## config.mk

```make
export PLATFORM = sky130hd
export DESIGN_NAME = preemptive_priority_scheduler
export DESIGN_NICKNAME = d
export VERILOG_FILES = /design/src/design/pps_pkg.sv /design/src/design/pps_cell.sv /design/src/design/pps_scan.sv /design/src/design/preemptive_priority_scheduler.sv
export SDC_FILE = /design/constraint.sdc
export NUM_CORES = 2
export LEC_CHECK = 0
export BUFFER_PORTS_ARGS = -buffer_cell sky130_fd_sc_hd__buf_4
export CAP_MARGIN = 0
export CORE_ASPECT_RATIO = 1.4
export CORE_UTILIZATION = 45
export DETAILED_ROUTE_END_ITERATION = 10
export PLACE_DENSITY_LB_ADDON = 0.15
export SYNTH_ARGS = -nofsm -noshare
export SYNTH_HDL_FRONTEND = slang
export SYNTH_SLANG_ARGS = --single-unit
```

## constraint.sdc

```tcl
create_clock -name clk -period 3.9 [get_ports clk]
set_input_delay 0.585 -clock clk [delete_from_list [all_inputs] [get_ports clk]]
set_output_delay 0.585 -clock clk [all_outputs]
set_load 0.1 [all_outputs]
```

## src/design/pps_pkg.sv

```systemverilog
// Shared types and constants for the preemptive priority scheduler.
package pps_pkg;

	localparam int TASK_SLOTS = 16;
	localparam int SLOT_W     = $clog2(TASK_SLOTS);
	localparam int CNT_W      = ($clog2(TASK_SLOTS + 1) > 5) ? $clog2(TASK_SLOTS + 1) : 5;
	localparam int CFG_IDX_W  = 2;
	localparam int CFG_DATA_W = 16;

	localparam logic [CFG_IDX_W-1:0] REG_TASK_COUNT = CFG_IDX_W'(0);
	localparam logic [CFG_IDX_W-1:0] REG_TICK_LIMIT = CFG_IDX_W'(1);

	localparam logic MODE_LOAD = 1'b0;
	localparam logic MODE_TICK = 1'b1;

	localparam logic [4:0]  TASK_COUNT_RST = 5'd16;
	localparam logic [15:0] TICK_LIMIT_RST = 16'd100;
	localparam logic [15:0] WAIT_MAX       = 16'hFFFF;

	typedef struct packed {
		logic [15:0] arrival;
		logic [2:0]  prio;
		logic [7:0]  remaining;
		logic [15:0] waitc;
	} task_t;

	typedef enum logic [2:0] {
		ST_IDLE,
		ST_SCAN,
		ST_DECIDE,
		ST_APPLY,
		ST_DONE
	} state_t;

	typedef struct packed {
		logic clear;
		logic scan;
		logic apply;
	} scan_ctrl_t;

	typedef struct packed {
		logic              any_left;
		logic              found;
		logic [SLOT_W-1:0] best_slot;
		logic              finished;
		logic [15:0]       turnaround;
		logic [15:0]       waited;
	} scan_stat_t;

endpackage

```

## src/design/pps_cell.sv

```systemverilog
// One task cell of the rotating task chain.
module pps_cell (
	input  logic            clk,
	input  logic            arst_n,
	input  logic            shift_en,
	input  logic            load_en,
	input  pps_pkg::task_t  load_rec,
	input  pps_pkg::task_t  nbr_rec,
	output pps_pkg::task_t  rec
);

	pps_pkg::task_t rec_q;

	always_ff @(posedge clk or negedge arst_n) begin
		if (!arst_n) begin
			rec_q <= '0;
		end else if (load_en) begin
			rec_q <= load_rec;
		end else if (shift_en) begin
			rec_q <= nbr_rec;
		end
	end

	assign rec = rec_q;

endmodule

```

## src/design/pps_scan.sv

```systemverilog
// Head-of-chain evaluator: picks the served task and updates each task as it passes.
module pps_scan (
	input  logic                       clk,
	input  logic                       arst_n,
	input  pps_pkg::scan_ctrl_t        ctrl,
	input  pps_pkg::task_t             head,
	input  logic [pps_pkg::SLOT_W-1:0] pos,
	input  logic [pps_pkg::CNT_W-1:0]  n_act,
	input  logic [15:0]                tick,
	output pps_pkg::task_t             head_next,
	output pps_pkg::scan_stat_t        stat
);

	logic                       any_left_q;
	logic                       found_q;
	logic [pps_pkg::SLOT_W-1:0] best_q;
	logic [2:0]                 best_prio_q;
	logic                       fin_q;
	logic [15:0]                turn_q;
	logic [15:0]                waited_q;

	logic       part;
	logic       has_work;
	logic       ready;
	logic       is_best;
	logic [7:0] rem_dec;

	always_comb begin
		part     = pps_pkg::CNT_W'(pos) < n_act;
		has_work = head.remaining != 8'd0;
		ready    = part && has_work && (head.arrival <= tick);
		is_best  = pos == best_q;
		rem_dec  = head.remaining - 8'd1;
		head_next = head;
		if (ctrl.apply) begin
			if (is_best) begin
				head_next.remaining = rem_dec;
			end else if (ready && head.waitc != pps_pkg::WAIT_MAX) begin
				head_next.waitc = head.waitc + 16'd1;
			end
		end
	end

	always_ff @(posedge clk or negedge arst_n) begin
		if (!arst_n) begin
			any_left_q  <= 1'b0;
			found_q     <= 1'b0;
			best_q      <= '0;
			best_prio_q <= '0;
			fin_q       <= 1'b0;
			turn_q      <= '0;
			waited_q    <= '0;
		end else if (ctrl.clear) begin
			any_left_q  <= 1'b0;
			found_q     <= 1'b0;
			best_q      <= '0;
			best_prio_q <= '0;
			fin_q       <= 1'b0;
			turn_q      <= '0;
			waited_q    <= '0;
		end else if (ctrl.scan) begin
			if (part && has_work) begin
				any_left_q <= 1'b1;
			end
			if (ready && (!found_q || head.prio > best_prio_q)) begin
				found_q     <= 1'b1;
				best_q      <= pos;
				best_prio_q <= head.prio;
			end
		end else if (ctrl.apply && is_best) begin
			fin_q    <= rem_dec == 8'd0;
			turn_q   <= tick - head.arrival + 16'd1;
			waited_q <= head.waitc;
		end
	end

	always_comb begin
		stat.any_left   = any_left_q;
		stat.found      = found_q;
		stat.best_slot  = best_q;
		stat.finished   = fin_q;
		stat.turnaround = turn_q;
		stat.waited     = waited_q;
	end

endmodule

```

## src/design/preemptive_priority_scheduler.sv

```systemverilog
// Top level of the preemptive priority scheduler.
// The input channel takes one beat per item: a load beat (mode 0) writes one task
// slot and restarts time at zero, a tick beat (mode 1) advances scheduling by one
// tick unless it stops. Every item gives exactly one beat on the output channel.
// Task slots live in a ring of cells that rotates one slot per cycle past a head
// evaluator while a tick is scanned or applied. A tick beat needs one full
// rotation to find the served task and a second rotation to update the remaining
// work and waiting counts. A tick that stops or finds no ready task ends after the
// first rotation. A load beat goes straight to the output step. One item is
// worked on at a time; in_ready is high while idle.
// The result goes into an output register, so the next item is accepted while a
// result still waits there. If the receiver stalls, a finished result is held
// until the output register frees.
// The configuration port writes task_count and the tick limit with no wait; writes
// belong to idle periods. Reset clears all slots, sets time to zero, task_count to
// sixteen and the tick limit to one hundred.
module preemptive_priority_scheduler (
	input  logic                          clk,
	input  logic                          arst_n,
	input  logic                          cfg_we,
	input  logic [pps_pkg::CFG_IDX_W-1:0] cfg_index,
	input  logic [pps_pkg::CFG_DATA_W-1:0] cfg_data,
	input  logic                          in_valid,
	output logic                          in_ready,
	input  logic                          mode,
	input  logic [3:0]                    slot,
	input  logic [15:0]                   arrival,
	input  logic [2:0]                    prio,
	input  logic [7:0]                    burst,
	output logic                          out_valid,
	input  logic                          out_ready,
	output logic                          ran,
	output logic [3:0]                    served_slot,
	output logic                          finished,
	output logic [15:0]                   turnaround,
	output logic [15:0]                   waited,
	output logic                          stopped,
	output logic [15:0]                   now
);

	pps_pkg::state_t             state_q, state_nxt;
	logic [pps_pkg::SLOT_W-1:0]  pos_q;
	logic [15:0]                 tick_q;
	logic [15:0]                 now_q;
	logic                        is_load_q;
	logic                        stop_q;
	logic [4:0]                  task_count_q;
	logic [15:0]                 tick_limit_q;
	logic [pps_pkg::CNT_W-1:0]   tc_ext;
	logic [pps_pkg::CNT_W-1:0]   n_act;

	logic                        out_valid_q;
	logic                        ran_q;
	logic [3:0]                  served_q;
	logic                        finished_q;
	logic [15:0]                 turn_q;
	logic [15:0]                 waited_q;
	logic                        stopped_q;
	logic [15:0]                 now_out_q;

	pps_pkg::scan_ctrl_t         ctrl;
	pps_pkg::scan_stat_t         stat;
	pps_pkg::task_t              cell_rec [pps_pkg::TASK_SLOTS];
	pps_pkg::task_t              head_next;
	pps_pkg::task_t              load_rec;

	logic accept;
	logic load_go;
	logic tick_go;
	logic last;
	logic stop_now;
	logic advance;
	logic out_load;
	logic shift_en;
	logic ran_now;
	logic fin_now;

	always_comb begin
		tc_ext = pps_pkg::CNT_W'(task_count_q);
		n_act  = (tc_ext > pps_pkg::CNT_W'(pps_pkg::TASK_SLOTS)) ?
			pps_pkg::CNT_W'(pps_pkg::TASK_SLOTS) : tc_ext;
	end

	always_comb begin
		load_rec.arrival   = arrival;
		load_rec.prio      = prio;
		load_rec.remaining = burst;
		load_rec.waitc     = '0;
	end

	// Output logic of the control state machine.
	always_comb begin
		in_ready   = state_q == pps_pkg::ST_IDLE;
		accept     = in_valid && in_ready;
		load_go    = accept && (mode == pps_pkg::MODE_LOAD);
		tick_go    = accept && (mode == pps_pkg::MODE_TICK);
		ctrl.clear = tick_go;
		ctrl.scan  = state_q == pps_pkg::ST_SCAN;
		ctrl.apply = state_q == pps_pkg::ST_APPLY;
		shift_en   = ctrl.scan || ctrl.apply;
		last       = pos_q == pps_pkg::SLOT_W'(pps_pkg::TASK_SLOTS - 1);
		stop_now   = (tick_q >= tick_limit_q) || !stat.any_left;
		advance    = ((state_q == pps_pkg::ST_DECIDE) && !stop_now && !stat.found) ||
			(ctrl.apply && last);
		out_load   = (state_q == pps_pkg::ST_DONE) && (!out_valid_q || out_ready);
		ran_now    = !is_load_q && !stop_q && stat.found;
		fin_now    = ran_now && stat.finished;
	end

	// Next-state logic.
	always_comb begin
		state_nxt = state_q;
		unique case (state_q)
			pps_pkg::ST_IDLE: begin
				if (load_go) begin
					state_nxt = pps_pkg::ST_DONE;
				end else if (tick_go) begin
					state_nxt = pps_pkg::ST_SCAN;
				end
			end
			pps_pkg::ST_SCAN: begin
				if (last) begin
					state_nxt = pps_pkg::ST_DECIDE;
				end
			end
			pps_pkg::ST_DECIDE: begin
				if (stop_now || !stat.found) begin
					state_nxt = pps_pkg::ST_DONE;
				end else begin
					state_nxt = pps_pkg::ST_APPLY;
				end
			end
			pps_pkg::ST_APPLY: begin
				if (last) begin
					state_nxt = pps_pkg::ST_DONE;
				end
			end
			pps_pkg::ST_DONE: begin
				if (out_load) begin
					state_nxt = pps_pkg::ST_IDLE;
				end
			end
			default: state_nxt = pps_pkg::ST_IDLE;
		endcase
	end

	always_ff @(posedge clk or negedge arst_n) begin
		if (!arst_n) begin
			state_q   <= pps_pkg::ST_IDLE;
			pos_q     <= '0;
			tick_q    <= '0;
			now_q     <= '0;
			is_load_q <= 1'b0;
			stop_q    <= 1'b0;
		end else begin
			state_q <= state_nxt;
			if (shift_en) begin
				pos_q <= last ? '0 : pos_q + 1'b1;
			end
			if (accept) begin
				now_q     <= tick_q;
				is_load_q <= load_go;
				stop_q    <= 1'b0;
			end
			if (state_q == pps_pkg::ST_DECIDE) begin
				stop_q <= stop_now;
			end
			if (load_go) begin
				tick_q <= '0;
			end else if (advance) begin
				tick_q <= tick_q + 16'd1;
			end
		end
	end

	always_ff @(posedge clk or negedge arst_n) begin
		if (!arst_n) begin
			task_count_q <= pps_pkg::TASK_COUNT_RST;
			tick_limit_q <= pps_pkg::TICK_LIMIT_RST;
		end else if (cfg_we) begin
			unique case (cfg_index)
				pps_pkg::REG_TASK_COUNT: task_count_q <= cfg_data[4:0];
				pps_pkg::REG_TICK_LIMIT: tick_limit_q <= cfg_data[15:0];
				default: ;
			endcase
		end
	end

	always_ff @(posedge clk or negedge arst_n) begin
		if (!arst_n) begin
			out_valid_q <= 1'b0;
		end else if (out_load) begin
			out_valid_q <= 1'b1;
		end else if (out_ready) begin
			out_valid_q <= 1'b0;
		end
	end

	always_ff @(posedge clk) begin
		if (out_load) begin
			ran_q      <= ran_now;
			served_q   <= ran_now ? 4'(stat.best_slot) : 4'd0;
			finished_q <= fin_now;
			turn_q     <= fin_now ? stat.turnaround : 16'd0;
			waited_q   <= fin_now ? stat.waited : 16'd0;
			stopped_q  <= !is_load_q && stop_q;
			now_out_q  <= now_q;
		end
	end

	for (genvar k = 0; k < pps_pkg::TASK_SLOTS; k++) begin : g_cell
		pps_pkg::task_t nbr;
		if (k == pps_pkg::TASK_SLOTS - 1) begin : g_tail
			assign nbr = head_next;
		end else begin : g_mid
			assign nbr = cell_rec[k+1];
		end
		pps_cell u_cell (
			.clk      (clk),
			.arst_n   (arst_n),
			.shift_en (shift_en),
			.load_en  (load_go && (int'(slot) == k)),
			.load_rec (load_rec),
			.nbr_rec  (nbr),
			.rec      (cell_rec[k])
		);
	end

	pps_scan u_scan (
		.clk       (clk),
		.arst_n    (arst_n),
		.ctrl      (ctrl),
		.head      (cell_rec[0]),
		.pos       (pos_q),
		.n_act     (n_act),
		.tick      (tick_q),
		.head_next (head_next),
		.stat      (stat)
	);

	assign out_valid   = out_valid_q;
	assign ran         = ran_q;
	assign served_slot = served_q;
	assign finished    = finished_q;
	assign turnaround  = turn_q;
	assign waited      = waited_q;
	assign stopped     = stopped_q;
	assign now         = now_out_q;

endmodule

```

* Yosys cells after proc, flatten, opt, wreduce, memory -nomap -nowiden
Index checks and enable logic that the tools add are counted.
Cells by class: $add $sub $neg 6, order comparisons 5, equality and inequality tests 28, multiplexer cells 72, bitwise logic cells 1, reduce and logical (&&, ||, !) cells 78
Operators with widths (count):
- $mux 43 | 32
- $mux 16 | 10
- $add 16x1->16 const B | 3
- $reduce_bool 2->1 | 23
- $eq 4x4->1 const B | 9
- $logic_and 1x1->1 | 32
- $mux 3 | 9
- $mux 24 | 1
- $eq 4x3->1 const B | 4
- $ge 16x16->1 | 1
- $le 16x16->1 | 1
- $mux 4 | 4
- $ne 16x16->1 const B | 1
- $sub 16x16->16 | 1
- $pmux 3 s5 | 1
- $mux 1 | 13
- $reduce_and 2->1 | 5
- $eq 4x2->1 const B | 2
- $logic_not 8->1 | 1
- $mux 8 | 1
- $reduce_bool 8->1 | 1
- $sub 8x1->8 const B | 1
- $eq 3x2->1 const B | 2
- $logic_not 1->1 | 6
- other kinds (19) | 26
Storage, ports and cells: bits in registers 848, bits of input ports 55, output and inout port bits 57, logic and storage cells 277

* Longest topological paths before layout
depth in word-level cells 11, gate-level depth with buffers 14, gate-level depth less buffers 14

* Modules after synthesis
A second synthesis with hierarchy kept.
Unflattened totals: cell total of the unflattened synthesis 3900, area total of the unflattened synthesis 41733.8 µm²
By module, submodules not included:
- pps_cell | times used 16, cells each 186, area an instance 2019.4 µm², sequential area each 1076.0 µm²
- preemptive_priority_scheduler | times used 1, cells each 469, area an instance 5405.2 µm², sequential area each 3233.1 µm²
- pps_scan | times used 1, cells each 455, area an instance 4017.6 µm², sequential area each 1051.0 µm²

* Worst setup path before layout
No wires, ideal clock.
kind reg2reg, start register state_q[1], end register g_cell[12].u_cell.rec_q (netlist bit g_cell[12].u_cell.rec[16]), setup time 0.124 ns, arrival 3.034 ns, required time 3.776 ns, setup slack 0.742 ns, stages on the path, launching flop included 11, path buffers 2, clock period less this slack 3.158 ns, cell sequence dfrtp_1 buf_2 nor3_4 nand2_1 nor2_2 nand3_1 nor3_2 nor2_1 buf_2 nand2_1 nand2_1
On the way: cells in the longest elaborated chain, start to end 5, elaborated cells on any way between the ends 9, those cells by class 2 x eq/ne; 1 x mux; 6 x reduce/logical
Ends and longest elaborated chain:
- start, declared | RTL line preemptive_priority_scheduler.sv:41 | pps_pkg::state_t state_q, state_nxt;
- start signal, assigned | RTL line preemptive_priority_scheduler.sv:149 | state_q <= pps_pkg::ST_IDLE;
- start signal, assigned | RTL line preemptive_priority_scheduler.sv:156 | state_q <= state_nxt;
- $logic_not 3->1 * | RTL line preemptive_priority_scheduler.sv:93 | in_ready = state_q == pps_pkg::ST_IDLE;
- named net in_ready | RTL line preemptive_priority_scheduler.sv:24 | output logic in_ready,
- $logic_and 1x1->1 * | RTL line preemptive_priority_scheduler.sv:94 | accept = in_valid && in_ready;
- $logic_and 1x1->1 * | RTL line preemptive_priority_scheduler.sv:95 | load_go = accept && (mode == pps_pkg::MODE_LOAD);
- $logic_and 1x1->1 * | RTL line preemptive_priority_scheduler.sv:222 | .load_en (load_go && (int'(slot) == k)),
- $mux 43 / $reduce_bool 2->1 (equally long branches)
- end signal, assigned | RTL line pps_cell.sv:18 | rec_q <= load_rec;
- end signal, assigned | RTL line pps_cell.sv:20 | rec_q <= nbr_rec;
- end, declared | RTL line pps_cell.sv:12 | pps_pkg::task_t rec_q;
Mark *: on every way through the listed nets, which the timed path passes. The rest lies on a longest branch. A chain may end at the register's enable or synchronous reset.

* Final worst setup path
start register tick_q[1], end register u_scan.turn_q[15]
On the way: cells in the longest elaborated chain, start to end 5
Ends and longest elaborated chain:
- start, declared | RTL line preemptive_priority_scheduler.sv:43 | logic [15:0] tick_q;
- start signal, assigned | RTL line preemptive_priority_scheduler.sv:171 | tick_q <= tick_q + 16'd1;
- $sub 16x16->16 | RTL line pps_scan.sv:72 | turn_q <= tick - head.arrival + 16'd1;
- $add 16x1->16 | RTL line pps_scan.sv:72
- $mux 16 | RTL line pps_scan.sv:70 | end else if (ctrl.apply && is_best) begin
- $mux 16 | RTL line pps_scan.sv:61 | end else if (ctrl.scan) begin
- $mux 16 | RTL line pps_scan.sv:53 | end else if (ctrl.clear) begin
- end signal, assigned | RTL line pps_scan.sv:72
- end, declared | RTL line pps_scan.sv:19 | logic [15:0] turn_q;
Every way passes these cells. The select of a mux whose other input is x is not followed.

==> impl_metrics.prom <==
# TYPE chip_impl_metric gauge
chip_impl_info{name="run_status",value="completed"} 1
chip_impl_metric{name="clk_latency",unit="ns"} 0.64
chip_impl_metric{name="synthDominantCellAreaShare",unit="%"} 53.8
chip_impl_metric{name="synth_nets",unit=""} 3986
chip_impl_metric{name="max_freq",unit="MHz"} 301
chip_impl_metric{name="synth-seq-cells",unit=""} 848
chip_impl_metric{name="total_leakage_power",unit="uW"} 0.0201
chip_impl_info{name="rr_startpoint",value="tick_q[1]"} 1
chip_impl_metric{name="report.final.hold_viol_count",unit=""} 0
chip_impl_metric{name="crit_path_max_fanout",unit=""} 6
chip_impl_metric{name="cap_viol_max_count",unit=""} 0
chip_impl_metric{name="num-fill-cells",unit=""} 7423
chip_impl_metric{name="detail_route.wirelength",unit="um"} 92900
chip_impl_metric{name="post_cts_buffers",unit=""} 0
chip_impl_metric{name="post_cts_resized",unit=""} 0
chip_impl_metric{name="grt_pass1_wl",unit="um"} 151000
chip_impl_metric{name="place_inst",unit=""} 4801
chip_impl_metric{name="clk_pin_slew_worst_paths",unit="ns"} 0.06
chip_impl_metric{name="final_layout_size_suffix_gt1_share",unit="%"} 9.43
chip_impl_metric{name="cp_data_required_time",unit="ns"} 4.41
chip_impl_metric{name="cts.sinks",unit=""} 848
chip_impl_metric{name="maxSlewViolCount",unit=""} 0
chip_impl_metric{name="drt.antenna.violating_nets",unit=""} 0
chip_impl_info{name="grt_setup_unrepaired",value="false"} 1
chip_impl_info{name="synth.most_common_cell",value="sky130_fd_sc_hd__nand2_1"} 1
chip_impl_metric{name="syn-cell-area",unit="um2"} 36700
chip_impl_metric{name="dpl_cell_area",unit="um2"} 38500
chip_impl_metric{name="htree_num_levels",unit=""} 3
chip_impl_metric{name="die_w",unit="um"} 243
chip_impl_metric{name="chipHeight",unit="um"} 340
chip_impl_metric{name="critPathArrivalTime",unit="ns"} 3.83
chip_impl_info{name="synth.top_cells.by_count",value="sky130_fd_sc_hd__nand2_1 (1434), sky130_fd_sc_hd__dfrtp_1 (789), sky130_fd_sc_hd__a22oi_1 (431), sky130_fd_sc_hd__a21oi_1 (263), sky130_fd_sc_hd__clkbuf_1 (245)"} 1
chip_impl_metric{name="synth_edf_count",unit=""} 55
chip_impl_metric{name="layout.nets",unit=""} 3953
chip_impl_info{name="library_cell_with_the_largest_summed_area_after_synthesis",value="sky130_fd_sc_hd__dfrtp_1"} 1
chip_impl_metric{name="worstMarginPinSlew",unit="ns"} 1.33
chip_impl_metric{name="drt_pass1_iterations",unit=""} 5
chip_impl_metric{name="floorplan.rows",unit=""} 123
chip_impl_metric{name="fp.coreArea",unit="um2"} 80500
chip_impl_metric{name="first_global_vias",unit=""} 26000
chip_impl_metric{name="finish.utilization",unit="%"} 51.3
chip_impl_info{name="timing.critical_path.from_type",value="flip-flop"} 1
chip_impl_info{name="root_buffer",value="sky130_fd_sc_hd__clkbuf_16"} 1
chip_impl_info{name="cts_tree",value="built"} 1
chip_impl_metric{name="fin_tns_setup",unit="ns"} 0
chip_impl_info{name="crit_start",value="tick_q[1]"} 1
chip_impl_metric{name="num_vias",unit=""} 26700
chip_impl_metric{name="synth.yosys.warnings",unit=""} 0
chip_impl_metric{name="maxSlewHeadroom",unit="%"} 11.5
chip_impl_metric{name="place.detailed.hpwl",unit="um"} 58500
chip_impl_metric{name="yosys.cell_types.count",unit=""} 56
chip_impl_metric{name="detail_route.wl_per_cell",unit="um"} 18.7
chip_impl_metric{name="final.min_clock_period",unit="ns"} 3.32
chip_impl_metric{name="initial_core_util",unit="%"} 45.6
chip_impl_metric{name="power_density",unit="nW/um2"} 765
chip_impl_metric{name="cts-root-to-sink-buffers",unit=""} 3
chip_impl_metric{name="syn_avg_cell_area",unit="um2"} 9.51
chip_impl_metric{name="drc",unit=""} 0
chip_impl_metric{name="synth.yosys.seq_area_share",unit="%"} 58.6
chip_impl_metric{name="finish.cell_count_without_fillers",unit=""} 4954
chip_impl_metric{name="io-pin-count",unit=""} 112
chip_impl_metric{name="finalClockSkew",unit="ns"} 0.0213
chip_impl_metric{name="r2r.worst_path.cells",unit=""} 14
chip_impl_metric{name="power_after_layout",unit="uW"} 31600
chip_impl_info{name="holdPathEnd",value="tick_limit_q[10]"} 1
chip_impl_metric{name="number_of_antenna_violations_at_the_first_check_in_global_routing",unit=""} 1
chip_impl_info{name="reg2reg_to",value="u_scan.turn_q[15]"} 1
chip_impl_metric{name="hold_path_depth",unit=""} 2
chip_impl_metric{name="floorplan.die_area",unit="um2"} 82700
chip_impl_info{name="worstSetupPathType",value="flip-flop to flip-flop"} 1
chip_impl_metric{name="finalSetupViolCount",unit=""} 0
chip_impl_metric{name="drt-vias-per-instance",unit=""} 5.40
chip_impl_info{name="hold_start",value="cfg_data[10]"} 1
chip_impl_metric{name="grt_overflow_total",unit=""} 0
chip_impl_metric{name="place.port_buffers",unit=""} 111
chip_impl_metric{name="cts_buffers",unit=""} 82
chip_impl_metric{name="initialDrtViolationCount",unit=""} 2686
chip_impl_metric{name="r2r_setup_slack",unit="ns"} 0.58
chip_impl_info{name="postSynth.topFlopCell",value="sky130_fd_sc_hd__dfrtp_1"} 1
chip_impl_metric{name="design_area",unit="um2"} 41300
chip_impl_info{name="setup_crit_end_kind",value="flip-flop"} 1
chip_impl_metric{name="pin_count_of_the_biggest_net_entering_global_routing",unit=""} 188
chip_impl_metric{name="syn_to_final_growth",unit="%"} 12.5
chip_impl_metric{name="share_of_the_clock_period_used_by_the_worst_path_after_layout",unit="%"} 85.2
chip_impl_metric{name="synthCells",unit=""} 3857
chip_impl_metric{name="peak_supply_drop",unit="uV"} 629
chip_impl_metric{name="gpl.final_weighted_congestion",unit=""} 0.849
chip_impl_info{name="cells_taking_the_most_area_after_synthesis",value="sky130_fd_sc_hd__dfrtp_1 (54%), sky130_fd_sc_hd__nand2_1 (15%), sky130_fd_sc_hd__a22oi_1 (8.8%), sky130_fd_sc_hd__edfxtp_1 (4.5%), sky130_fd_sc_hd__a21oi_1 (3.6%)"} 1
chip_impl_info{name="timing.hold.worst.class",value="input pin to flip-flop"} 1
chip_impl_metric{name="globalRouteTotalUtil",unit="%"} 22.7
chip_impl_metric{name="synthArstFlopShare",unit="%"} 93.5
## worst max-delay path, cell delays in order, from the launching register on
cell	delay [ns]
sky130_fd_sc_hd__dfrtp_1	0.46
sky130_fd_sc_hd__inv_1	0.12
sky130_fd_sc_hd__ha_1	0.32
sky130_fd_sc_hd__inv_1	0.06
sky130_fd_sc_hd__ha_1	0.18
sky130_fd_sc_hd__inv_1	0.07
sky130_fd_sc_hd__fa_1	0.46
sky130_fd_sc_hd__nor2b_1	0.16
sky130_fd_sc_hd__o2111ai_1	0.12
sky130_fd_sc_hd__and4b_1	0.27
sky130_fd_sc_hd__o21ai_0	0.18
sky130_fd_sc_hd__a21oi_1	0.14
sky130_fd_sc_hd__o21ai_0	0.24
sky130_fd_sc_hd__mux2i_1	0.11
sky130_fd_sc_hd__a311o_1	0.31
## worst max-delay path by stage
stage,to,slack (ns),cells after the start
after floorplan,g_cell[12].u_cell.rec[16],0.74,10
after global placement,u_scan.turn_q[15],0.69,14
after detailed placement,u_scan.turn_q[15],0.65,14
after CTS,u_scan.turn_q[15],0.61,14
after global routing,u_scan.turn_q[15],0.38,14
final,u_scan.turn_q[15],0.58,14
## per-stage QoR
stage                     setup WS, ns  hold WS, ns
final                            0.576        0.183
after global routing             0.383        0.168
after CTS                        0.613        0.144
after detailed placement         0.646        0.436
after global placement           0.687        0.429
after floorplan                  0.742        0.289
## per-layer routing
| metal | GRT usage, % | routed length (um) |
|---|---|---|
| met5 | 0 | 0 |
| met4 | 5.90 | 1790 |
| met3 | 2.85 | 4050 |
| met2 | 35.6 | 43400 |
| met1 | 33.4 | 43700 |
## flip-flops by register name (all words and copies together) (netlist names), 16 cells and up
signal and flops:
tick_q 16, waited 16, g_cell.u_cell.rec 688, turnaround 16, now 16, u_scan.waited_q 16
now_q 16, tick_limit_q 16, u_scan.turn_q 16
## final cells by class
type                            count  area (um2)  area share [%]
Inverter                           71         267           0.646
Multi-Input combinational cell   2648       13900            33.8
Sequential cell                   848       21500            52.1
Antenna cell                        2        5.00          0.0121
Clock inverter                     37         393           0.952
Timing Repair Buffer              173        1450            3.50
Tap cell                         1062        1330            3.22
Clock buffer                      113        2390            5.80
## kinds of logic (layout without fill, tap and decap cells)
group           count (synthesis)  after routing  share of synthesized area [%]
flops                         848            848                           58.6
buf+inv                       361            394                           3.80
compound gates                803            803                           14.2
other cells                     0              2                              0
xor+xnor                       54             54                           1.29
fa+ha+maj                      74             74                           2.56
simple gates                 1686           1686                           18.6
mux                            31             31                          0.918
## layout by cell type, fill, tap and decap left out, types with 18 or more instances in the layout
cell,Yosys,final
sky130_fd_sc_hd__a21oi_1,263,263
sky130_fd_sc_hd__a22oi_1,431,431
sky130_fd_sc_hd__and3_1,37,36
sky130_fd_sc_hd__buf_4,0,160
sky130_fd_sc_hd__clkbuf_16,0,87
sky130_fd_sc_hd__clkinv_2,0,18
sky130_fd_sc_hd__dfrtp_1,789,789
sky130_fd_sc_hd__edfxtp_1,55,55
sky130_fd_sc_hd__ha_1,72,72
sky130_fd_sc_hd__inv_1,71,71
sky130_fd_sc_hd__mux2_2,21,21
sky130_fd_sc_hd__nand2_1,1434,1434
sky130_fd_sc_hd__nand3_1,51,50
sky130_fd_sc_hd__nor2_1,56,41
sky130_fd_sc_hd__o21ai_0,53,53
sky130_fd_sc_hd__xnor2_1,42,42
## where the power goes
group	total (uW)	switching, uW	leakage, uW	internal, uW
sequential	13500	1850	0.0112	11600
clock	8290	3460	0.00138	4830
combinational	9840	6490	0.00745	3350
## what timing repair did
| item | 4_1_cts | 5_1_grt |
|---|---|---|
| setup endpoints to repair | 0 | 0 |
| hold endpoints to repair | 53 | 0 |
| hold buffers | 1 | 0 |
(Power assumes the default switching activity.)
